===== config.mk =====
export PLATFORM = sky130hd
export DESIGN_NAME = interval_overlap_join_top
export DESIGN_NICKNAME = d
export VERILOG_FILES = /design/src/hw/rtl/iovj_pkg.sv /design/src/hw/rtl/iovj_ctrl.sv /design/src/hw/rtl/iovj_dp.sv /design/src/hw/rtl/interval_overlap_join_top.sv
export VERILOG_INCLUDE_DIRS = /design/src /design/src/hw/rtl
export SDC_FILE = /design/constraint.sdc
export NUM_CORES = 2
export LEC_CHECK = 0
export BUFFER_PORTS_ARGS = -buffer_cell sky130_fd_sc_hd__buf_4
export CORE_MARGIN = 2
export CORE_UTILIZATION = 45
export CTS_BUF_LIST = sky130_fd_sc_hd__clkbuf_4
export CTS_CLUSTER_DIAMETER = 40
export DETAILED_ROUTE_END_ITERATION = 16
export SLEW_MARGIN = 20
export SYNTH_ARGS = -nofsm -noshare
export SYNTH_HDL_FRONTEND = slang
export SYNTH_SLANG_ARGS = --single-unit
export TNS_END_PERCENT = 1

===== constraint.sdc =====
create_clock -name aclk -period 7.16 [get_ports aclk]
set_clock_uncertainty 0.15 [all_clocks]
set_input_delay 0.358 -clock aclk [delete_from_list [all_inputs] [get_ports aclk]]
set_output_delay 0.358 -clock aclk [all_outputs]
set_load 0.005 [all_outputs]

===== src/hw/rtl/interval_overlap_join_top_macros.svh =====
// Assertion macros for the interval overlap join block.
// Included by the RTL files that carry assertions; no other dependencies.
`ifndef INTERVAL_OVERLAP_JOIN_TOP_MACROS_SVH
`define INTERVAL_OVERLAP_JOIN_TOP_MACROS_SVH
`ifndef NO_ASSERTIONS
// Same-cycle implication, disabled while in reset.
`define IOVJ_ASSERT_IMPLY(lbl, clk, rst_n, ante, cons) \
    lbl: assert property (@(posedge clk) disable iff (!rst_n) (ante) |-> (cons)) \
        else $error("iovj: assertion failed");
// Next-cycle implication, disabled while in reset.
`define IOVJ_ASSERT_NEXT(lbl, clk, rst_n, ante, cons) \
    lbl: assert property (@(posedge clk) disable iff (!rst_n) (ante) |=> (cons)) \
        else $error("iovj: assertion failed");
`else
`define IOVJ_ASSERT_IMPLY(lbl, clk, rst_n, ante, cons)
`define IOVJ_ASSERT_NEXT(lbl, clk, rst_n, ante, cons)
`endif
`endif


===== src/hw/rtl/iovj_pkg.sv =====
// Shared types and constants for the interval overlap join block.
// No dependencies; used by the controller, datapath and top level.
package iovj_pkg;

    localparam int IOVJ_MAX_SUBJECTS = 64;
    localparam int COORD_W           = 31;
    localparam int QNUM_W            = 16;
    localparam int SUBJ_W            = 7;

    typedef enum logic [1:0] {
        CMD_CLEAR = 2'd0,
        CMD_LOAD  = 2'd1,
        CMD_QUERY = 2'd2
    } cmd_t;

    // Controller to datapath
    typedef struct packed {
        logic clear;
        logic load;
        logic start;
        logic scan;
        logic finish;
    } ctrl_cmd_t;

    // Datapath to controller
    typedef struct packed {
        logic scan_done;
        logic out_free;
    } dp_status_t;

endpackage


===== src/hw/rtl/iovj_ctrl.sv =====
// Controller state machine for the interval overlap join block.
// Depends on iovj_pkg; drives the datapath through ctrl_cmd_t.
module iovj_ctrl import iovj_pkg::*; (
    input  logic        aclk,
    input  logic        aresetn,
    input  logic        s_valid,
    output logic        s_ready,
    input  logic [1:0]  s_cmd,
    input  dp_status_t  status,
    output ctrl_cmd_t   cmd
);

    typedef enum logic [2:0] {
        S_IDLE   = 3'b001,
        S_SCAN   = 3'b010,
        S_FINISH = 3'b100
    } state_t;

    state_t state_reg, state_next;
    logic   accept;

    always_comb begin
        s_ready    = (state_reg == S_IDLE);
        accept     = s_valid && s_ready;
        cmd.clear  = accept && (s_cmd == CMD_CLEAR);
        cmd.load   = accept && (s_cmd == CMD_LOAD);
        cmd.start  = accept && (s_cmd == CMD_QUERY);
        cmd.scan   = (state_reg == S_SCAN);
        cmd.finish = (state_reg == S_FINISH);
    end

    always_comb begin
        state_next = state_reg;
        case (state_reg)
            S_IDLE: begin
                if (cmd.start) state_next = S_SCAN;
            end
            S_SCAN: begin
                if (status.scan_done) state_next = S_FINISH;
            end
            S_FINISH: begin
                if (status.out_free) state_next = S_IDLE;
            end
            default: state_next = S_IDLE;
        endcase
    end

    always_ff @(posedge aclk) begin
        if (!aresetn) begin
            state_reg <= S_IDLE;
        end else begin
            state_reg <= state_next;
        end
    end

endmodule


===== src/hw/rtl/iovj_dp.sv =====
// Datapath for the interval overlap join block: subject table, scan pipeline,
// comparator, held hit and result register. Depends on iovj_pkg and the macros.
`include "interval_overlap_join_top_macros.svh"
module iovj_dp import iovj_pkg::*; #(
    parameter int MAX_SUBJECTS = IOVJ_MAX_SUBJECTS
) (
    input  logic                aclk,
    input  logic                aresetn,
    input  ctrl_cmd_t           cmd,
    output dp_status_t          status,
    input  logic                cfg_wr,
    input  logic                cfg_mode,
    input  logic [COORD_W-1:0]  s_range_start,
    input  logic [COORD_W-1:0]  s_range_end,
    input  logic [QNUM_W-1:0]   s_query_number,
    output logic                m_valid,
    input  logic                m_ready,
    output logic [QNUM_W-1:0]   m_query_echo,
    output logic [SUBJ_W-1:0]   m_subject_number,
    output logic                m_hit,
    output logic                m_last,
    output logic                m_overflowed
);

    localparam int CW = $clog2(MAX_SUBJECTS + 1);
    localparam int AW = (MAX_SUBJECTS > 1) ? $clog2(MAX_SUBJECTS) : 1;

    // Subject table: {start, end}
    logic [2*COORD_W-1:0] mem [MAX_SUBJECTS];

    logic                  mode_reg;
    logic [CW-1:0]         count_reg;
    logic                  overflow_reg;
    logic [CW-1:0]         issue_idx_reg;
    logic                  rd_valid_reg;
    logic [CW-1:0]         rd_idx_reg;
    logic [2*COORD_W-1:0]  rd_data_reg;
    logic                  pend_valid_reg;
    logic [SUBJ_W-1:0]     pend_subj_reg;
    logic [COORD_W-1:0]    qs_reg, qe_reg;
    logic [QNUM_W-1:0]     qn_reg;
    logic                  out_valid_reg;
    logic [QNUM_W-1:0]     out_qn_reg;
    logic [SUBJ_W-1:0]     out_subj_reg;
    logic                  out_hit_reg, out_last_reg, out_ovf_reg;

    logic                  full, issue_more, is_hit, cmp_hit, out_free;
    logic                  stall, advance, rd_en, emit_mid, emit_final;
    logic [COORD_W-1:0]    ss, se;
    logic [SUBJ_W-1:0]     cmp_subj;

    always_comb begin
        full       = (count_reg == CW'(MAX_SUBJECTS));
        issue_more = (issue_idx_reg < count_reg);
        ss         = rd_data_reg[2*COORD_W-1:COORD_W];
        se         = rd_data_reg[COORD_W-1:0];
        is_hit     = mode_reg ? ((qs_reg >= ss) && (qe_reg <= se))
                              : !((qe_reg < ss) || (se < qs_reg));
        cmp_hit    = rd_valid_reg && is_hit;
        cmp_subj   = SUBJ_W'(rd_idx_reg) + SUBJ_W'(1);
        out_free   = !out_valid_reg || m_ready;
        // a second hit cannot retire the held one until the result register frees
        stall      = cmp_hit && pend_valid_reg && !out_free;
        advance    = cmd.scan && !stall;
        rd_en      = advance && issue_more;
        emit_mid   = advance && cmp_hit && pend_valid_reg;
        emit_final = cmd.finish && out_free;
        status.scan_done = !issue_more && !rd_valid_reg;
        status.out_free  = out_free;
    end

    // Table write and registered read
    always_ff @(posedge aclk) begin
        if (cmd.load && !full) begin
            mem[count_reg[AW-1:0]] <= {s_range_start, s_range_end};
        end
        if (rd_en) begin
            rd_data_reg <= mem[issue_idx_reg[AW-1:0]];
        end
    end

    always_ff @(posedge aclk) begin
        if (!aresetn) begin
            mode_reg       <= 1'b0;
            count_reg      <= '0;
            overflow_reg   <= 1'b0;
            issue_idx_reg  <= '0;
            rd_valid_reg   <= 1'b0;
            pend_valid_reg <= 1'b0;
            out_valid_reg  <= 1'b0;
        end else begin
            if (cfg_wr) mode_reg <= cfg_mode;

            if (cmd.clear) begin
                count_reg    <= '0;
                overflow_reg <= 1'b0;
            end else if (cmd.load) begin
                if (full) overflow_reg <= 1'b1;
                else      count_reg    <= count_reg + CW'(1);
            end

            if (cmd.start) begin
                issue_idx_reg  <= '0;
                rd_valid_reg   <= 1'b0;
                pend_valid_reg <= 1'b0;
            end else if (advance) begin
                if (issue_more) issue_idx_reg <= issue_idx_reg + CW'(1);
                rd_valid_reg <= issue_more;
                if (cmp_hit) pend_valid_reg <= 1'b1;
            end else if (emit_final) begin
                pend_valid_reg <= 1'b0;
            end

            if (emit_mid || emit_final) out_valid_reg <= 1'b1;
            else if (m_ready)           out_valid_reg <= 1'b0;
        end
    end

    // Payload registers
    always_ff @(posedge aclk) begin
        if (cmd.start) begin
            qs_reg <= s_range_start;
            qe_reg <= s_range_end;
            qn_reg <= s_query_number;
        end
        if (advance) rd_idx_reg <= issue_idx_reg;
        if (advance && cmp_hit) pend_subj_reg <= cmp_subj;
        if (emit_mid) begin
            out_qn_reg   <= qn_reg;
            out_subj_reg <= pend_subj_reg;
            out_hit_reg  <= 1'b1;
            out_last_reg <= 1'b0;
            out_ovf_reg  <= overflow_reg;
        end else if (emit_final) begin
            out_qn_reg   <= qn_reg;
            out_subj_reg <= pend_valid_reg ? pend_subj_reg : '0;
            out_hit_reg  <= pend_valid_reg;
            out_last_reg <= 1'b1;
            out_ovf_reg  <= overflow_reg;
        end
    end

    assign m_valid          = out_valid_reg;
    assign m_query_echo     = out_qn_reg;
    assign m_subject_number = out_subj_reg;
    assign m_hit            = out_hit_reg;
    assign m_last           = out_last_reg;
    assign m_overflowed     = out_ovf_reg;

    `IOVJ_ASSERT_NEXT(a_stall_holds_scan, aclk, aresetn, stall, $stable(issue_idx_reg))
    `IOVJ_ASSERT_IMPLY(a_overflow_when_full, aclk, aresetn, overflow_reg, full)
    `IOVJ_ASSERT_IMPLY(a_miss_is_last, aclk, aresetn, out_valid_reg && !out_hit_reg,
                       out_last_reg && (out_subj_reg == '0))

endmodule


===== src/hw/rtl/interval_overlap_join_top.sv =====
// Top level of the interval overlap join block.
// Depends on iovj_pkg, iovj_ctrl and iovj_dp.
//
// Holds a table of up to MAX_SUBJECTS closed subject intervals, loaded in order
// with cmd 1 and emptied with cmd 0 (which also clears the sticky overflow
// flag; loads into a full table are dropped and set it). A query (cmd 2) is
// compared with each stored subject in load order: with match_mode 0 a hit is
// any overlap including a shared endpoint, with match_mode 1 the query must lie
// within the subject. One result per hit, 1-based subject number, last set on
// the final one; a query with no hits gives a single result with hit clear.
// Clear, load and unused commands leave the controller idle. A query is paced
// by the single read port of the subject table (one subject compared per cycle
// while the scan is not stalled) plus a step each for the table read, the end
// of scan and the final result. The scan stalls while a second hit waits for a
// busy result register; the final result waits for it too. While a query
// runs no new request is taken; the last result may still sit in the output
// register as the next request is accepted. The user must write match_mode
// (cfg channel, always ready) only while idle; the block does not enforce it.
module interval_overlap_join_top import iovj_pkg::*; #(
    parameter int MAX_SUBJECTS = IOVJ_MAX_SUBJECTS
) (
    input  logic                aclk,
    input  logic                aresetn,
    // configuration
    input  logic                cfg_valid,
    output logic                cfg_ready,
    input  logic                cfg_match_mode,
    // request channel
    input  logic                s_valid,
    output logic                s_ready,
    input  logic [1:0]          s_cmd,
    input  logic [COORD_W-1:0]  s_range_start,
    input  logic [COORD_W-1:0]  s_range_end,
    input  logic [QNUM_W-1:0]   s_query_number,
    // result channel
    output logic                m_valid,
    input  logic                m_ready,
    output logic [QNUM_W-1:0]   m_query_echo,
    output logic [SUBJ_W-1:0]   m_subject_number,
    output logic                m_hit,
    output logic                m_last,
    output logic                m_overflowed
);

    ctrl_cmd_t  cmd;
    dp_status_t status;

    // config register can always be written
    assign cfg_ready = 1'b1;

    iovj_ctrl u_ctrl (
        .aclk    (aclk),
        .aresetn (aresetn),
        .s_valid (s_valid),
        .s_ready (s_ready),
        .s_cmd   (s_cmd),
        .status  (status),
        .cmd     (cmd)
    );

    iovj_dp #(
        .MAX_SUBJECTS (MAX_SUBJECTS)
    ) u_dp (
        .aclk             (aclk),
        .aresetn          (aresetn),
        .cmd              (cmd),
        .status           (status),
        .cfg_wr           (cfg_valid && cfg_ready),
        .cfg_mode         (cfg_match_mode),
        .s_range_start    (s_range_start),
        .s_range_end      (s_range_end),
        .s_query_number   (s_query_number),
        .m_valid          (m_valid),
        .m_ready          (m_ready),
        .m_query_echo     (m_query_echo),
        .m_subject_number (m_subject_number),
        .m_hit            (m_hit),
        .m_last           (m_last),
        .m_overflowed     (m_overflowed)
    );

endmodule


# == After elaboration in Yosys (flattened, before gate mapping) ==
# Memory sizes are Yosys's and may differ from the RTL's. A register that Yosys moved wholly into a read port is not among the register bits.
# Index checks and enable logic that the tools add are counted.
# op_classes
n_addsub,3
order_cmp,5
n_eq_ne,10
mux,19
bitwise_logic,2
reduce_logical,36
# op_table
op,n
$lt A31 B31 Y1,2
$mux W16,2
$ge A31 B31 Y1,1
$le A31 B31 Y1,1
$add A7 B1 Y7 const B,3
$mux W7,3
$logic_and A1 B1 Y1,15
$mux W1,10
$mux W3,3
$pmux W3 S3,1
$reduce_and A2 Y1,4
$eq A7 B7 Y1 const B,1
$logic_not A1 Y1,7
$lt A7 B7 Y1,1
$reduce_bool A2 Y1,3
$ne A2 B1 Y1 const B,2
$ne A2 B2 Y1 const B,2
$reduce_or A2 Y1,2
$eq A3 B1 Y1 const B,1
$eq A3 B2 Y1 const B,1
$eq A3 B3 Y1 const B,1
$logic_or A1 B1 Y1,3
$reduce_and A3 Y1,1
$eq A2 B1 Y1 const B,1
other kinds (3),4
# word_totals
reg_bits,140
ram_bits,3968
in_bits,86
out_inout_bits,29
memories,1
# memory_table
memory,depth,word_bits,read_ports,rd_ports_with_merged_regs,write_ports,line_no,source
u_dp.mem,64,62,1,1,1,iovj_dp.sv:29,logic [2*COORD_W-1:0] mem [MAX_SUBJECTS];

# == Logic depth before layout (Yosys ltp) ==
# logic_depth
depth_word,13
mapped_depth,12
depth_no_buf,11

# == Hierarchy ==
# A second synthesis with hierarchy kept.
# hier_totals
cells_unflattened,6415
hier_area_um2,159807.0
# modules_own_cells
mod,n_inst,cells_per_inst,area_each_um2,seq_area_each_um2
iovj_dp,1,6393,159593.1,124919.8
iovj_ctrl,1,20,202.7,60.1
interval_overlap_join_top,1,2,11.3,0.0

# == Worst setup path after synthesis ==
# Ideal clock, no wire load.
# synth_path
path_type,flip-flop to flip-flop
startpoint,register u_ctrl.state_reg[2]
endpoint,memory u_dp.mem[63][0] in the netlist's numbering (enable)
t_arrival_ns,4.312
setup_slack_ns,2.216
stages_incl_launch_ff,8
n_path_buf,0
period_less_slack_ns,4.944
path_cell_list,dfxtp_1 nor3b_1 nand2_1 nor2_1 nand3b_1 nor2_1 nand3_1 nor2_1
# synth_via
elab_chain_len,6
# synth_rtl
element,line_no,source
"start, declared",iovj_ctrl.sv:19,"state_t state_reg, state_next;"
"start signal, assigned",iovj_ctrl.sv:52,state_reg <= state_next;
$eq A3 B1 Y1,iovj_ctrl.sv:23,s_ready = (state_reg == S_IDLE);
net s_ready,interval_overlap_join_top.sv:30,"output logic s_ready,"
$logic_and A1 B1 Y1,iovj_ctrl.sv:24,accept = s_valid && s_ready;
$logic_and A1 B1 Y1,iovj_ctrl.sv:26,cmd.load = accept && (s_cmd == CMD_LOAD);
$logic_and A1 B1 Y1,iovj_dp.sv:74,if (cmd.load && !full) begin
$mux W1,iovj_dp.sv:74,
$mux W1 (implied by the code),iovj_dp.sv:75,"mem[count_reg[AW-1:0]] <= {s_range_start, s_range_end};"
"end, declared",iovj_dp.sv:29,
# The timed path passes the listed nets, and every way through them passes these cells.

# == Worst setup path in the final report ==
# layout_path
startpoint,register u_ctrl.state_reg[0]
endpoint,memory u_dp.mem[39][46] in the netlist's numbering (enable)
# layout_via
elab_chain_len,6
# layout_rtl
element,line_no
$eq A3 B1 Y1,iovj_ctrl.sv:23
$logic_and A1 B1 Y1,iovj_ctrl.sv:24
$logic_and A1 B1 Y1,iovj_ctrl.sv:26
$logic_and A1 B1 Y1,iovj_dp.sv:74
$mux W1,iovj_dp.sv:74
$mux W1 (implied by the code),iovj_dp.sv:75
# Every way passes these cells.

==> metrics.csv <==
metric;value;unit
syn-cell-area;160000;sq um
seq_power_share;0.561;
dieArea;360000;sq um
hold_viol;0;
synth_cell_types;52;
tns;0;ns
grt_start_max_net_pins;130;
critical_path.top_delay_family;simple AND/OR/NAND/NOR gates;
drive_above_1_share;0.400;
fill_cells;27500;
detail_route.wl_per_cell;33.7;um
gp_congestion;0.857;
use_met3;0.0532;
setup.worst_path.end_class;flip-flop;
h-tree-depth;7;
p_int;37900;uW
drc;0;
rsz0062_at_grt;no;
gr-usage-met2;0.405;
peakVddDrop;0.000153;V
finalCritPeriodShare;0.745;
layout_common_cells;edfxtp_1 (4146), clkbuf_4 (1592), mux4_2 (1302), buf_4 (232), dlygate4sd3_1 (194);
cts_root_buf;clkbuf_4;
rows;218;
cp_max_fo;20;
viasPerCell;5.96;
synthCells;6403;
p_leak;0.0574;uW
postRouteAntennaNets;0;
comb_power_share;0.017;
numPortBuffers;113;
die_w;600;um
outcome;finished, final reports clean;
slew_headroom;0.219;
ys_ff_latch;4170;
placed_cells;11100;
cts.sinks;4170;
cts_buffers;1143;
met1_usage;0.339;
power.share.clock;0.422;
clkLatencyLatePin;1.70;ns
worst_slew_pin_slew;1.17;ns
async_reset_ff_frac;0;
power_density;259;nW/um^2
ys.flop_type;edfxtp_1;
vias;78700;
yosysSeqAreaShare;0.782;
post_cts_buffers;0;
syn-num-nets;6621;
hpwl;237000;um
worstHoldStart;s_range_start[17];
instances_no_fill;13200;
initial_core_util;0.453;
cts_buffer_depth;5;
core_area;353000;sq um
synth_edf_count;4146;
fp.dieH;600;um
setup_viol_count_final;0;
slew_violations;0;
areaGrowthSynthToFinish;15.7;%
slowest_delay;1.09;ns
grt_pass1_wl;620000;um
final_common_cell;edfxtp_1;
required;8.17;ns
critPathKind;flip-flop to flip-flop;
grt_pass1_vias;81400;
grt_antenna_before_repair;41;
max_cap_violations;0;
fmax;187;MHz
cts_tree;built;
wl;446000;um
hp-class;input pin to flip-flop;
largest_reg_flops;3968;
ios;115;
drtPass1Iterations;5;
ys_warn_count;0;
swShare;0.208;
syn_avg_cell_area;25.0;sq um
crit_buf_inv;1;
path_common_cell;nor2_1;
grt_most_used_layer;met2;
nets;8011;
hold_buffers;256;
overflow;0;
grt.total_usage;0.252;
crit_start;u_ctrl.state_reg[0];
cp_slowest_cell;nor2_4;
clk_pin_slew;0.07;ns
cts-resized-gates;0;
post-route-min-period;5.34;ns
drtIter0Drc;10200;
path_cells;nor3b_1 -> nand2_1 -> nor2_1 -> nand3b_1 -> nor2_1 -> nand3_1 -> nor2_4 -> buf_4;
cp-start-kind;flip-flop;
p_sw;9970;uW
r2r_start;u_ctrl.state_reg[0];
crit_arrival;6.35;ns
-- worst reg2reg max path, cell delays in order (launching register included) --
cell,delay (ns)
dfxtp_1,0.36
nor3b_1,0.36
nand2_1,0.19
nor2_1,0.69
nand3b_1,0.41
nor2_1,0.38
nand3_1,0.74
nor2_4,1.09
buf_4,0.54
-- Yosys cell counts, drive strengths merged, types with 2 or more instances --
cell type	number	area (sq um)
edfxtp	4146	124000
mux4	1302	29300
clkbuf	153	574
buf	144	748
ha	132	1650
inv	104	390
nor2	102	383
a21oi	54	274
nand2	50	188
o21ai	28	140
nand3	27	135
dfxtp	24	480
nand4	15	93.8
xnor2	14	123
and2	10	62.6
nor3	10	50.1
a21o	9	67.6
a211oi	8	60.1
a221oi	6	52.6
a31oi	6	37.5
and3	6	37.5
nand2b	6	37.5
nor2b	5	31.3
mux2i	4	40.0
nor4	4	25.0
o21a	4	30.0
o211ai	3	22.5
o22ai	3	18.8
a2111oi	2	20.0
a21boi	2	15.0
and4	2	17.5
nand3b	2	15.0
o21bai	2	15.0
o31ai	2	15.0
or2	2	12.5
-- final cells by class --
type,count,area [sq um],share of cell area
Antenna cell,20,50.0,0.000271
Clock buffer,1592,12000,0.0647
Clock inverter,222,1390,0.00754
Inverter,104,393,0.00213
Multi-Input combinational cell,1832,33600,0.182
Sequential cell,4170,125000,0.676
Tap cell,4730,5920,0.0320
Timing Repair Buffer,542,6500,0.0352
-- through the flow --
step	worst slack [ns]	area (sq um)	total power, uW	hold WS (ns)	util
4_1_cts	1.68	185000	48400	0.000117	0.523
5_1_grt	1.58	185000	49600	0.0955	0.524
3_3_place_gp	1.79	168000	28000	0.252	0.475
3_5_place_dp	1.75	168000	28000	0.256	0.475
2_1_floorplan	2.22	160000	27500	0.250	-
6_report	1.82	185000	47900	0.182	0.524
-- kinds of logic after synthesis --
family,after synthesis,share of synthesized area
other cells,1,0.0000235
compound gates,134,0.00514
buf+inv,401,0.0107
fa+ha+maj,132,0.0103
flops,4170,0.782
xor+xnor,15,0.000822
simple gates,244,0.00698
mux,1306,0.184
-- per-layer routing --
layer	vias to the layer above	share of wire
li1	31300	-
met1	42600	0.39
met2	4087	0.50
met3	665	0.083
met4	6	0.028
met5	-	0.00010
-- path summary, 6_finish.rpt --
check / endpoint / slack [ns] / cells after the start
worst max register to register: u_dp.mem[39][46] / 1.82 / 8
worst min register to register: u_dp.m_query_echo[3] / 0.26 / 0
worst max-delay path: u_dp.mem[39][46] / 1.82 / 8
worst min-delay path: u_dp.mem[50][48] / 0.18 / 4
-- power by group through the flow --
stage / clock network, uW / logic [uW] / registers [uW]
2_1_floorplan: 0 / 86.8 / 27400
6_report: 20200 / 814 / 26900
3_3_place_gp: 0 / 565 / 27400
4_1_cts: 20700 / 817 / 26900
5_1_grt: 21900 / 862 / 26800
3_5_place_dp: 0 / 599 / 27400
No activity file was read; power rests on OpenSTA's default activity.
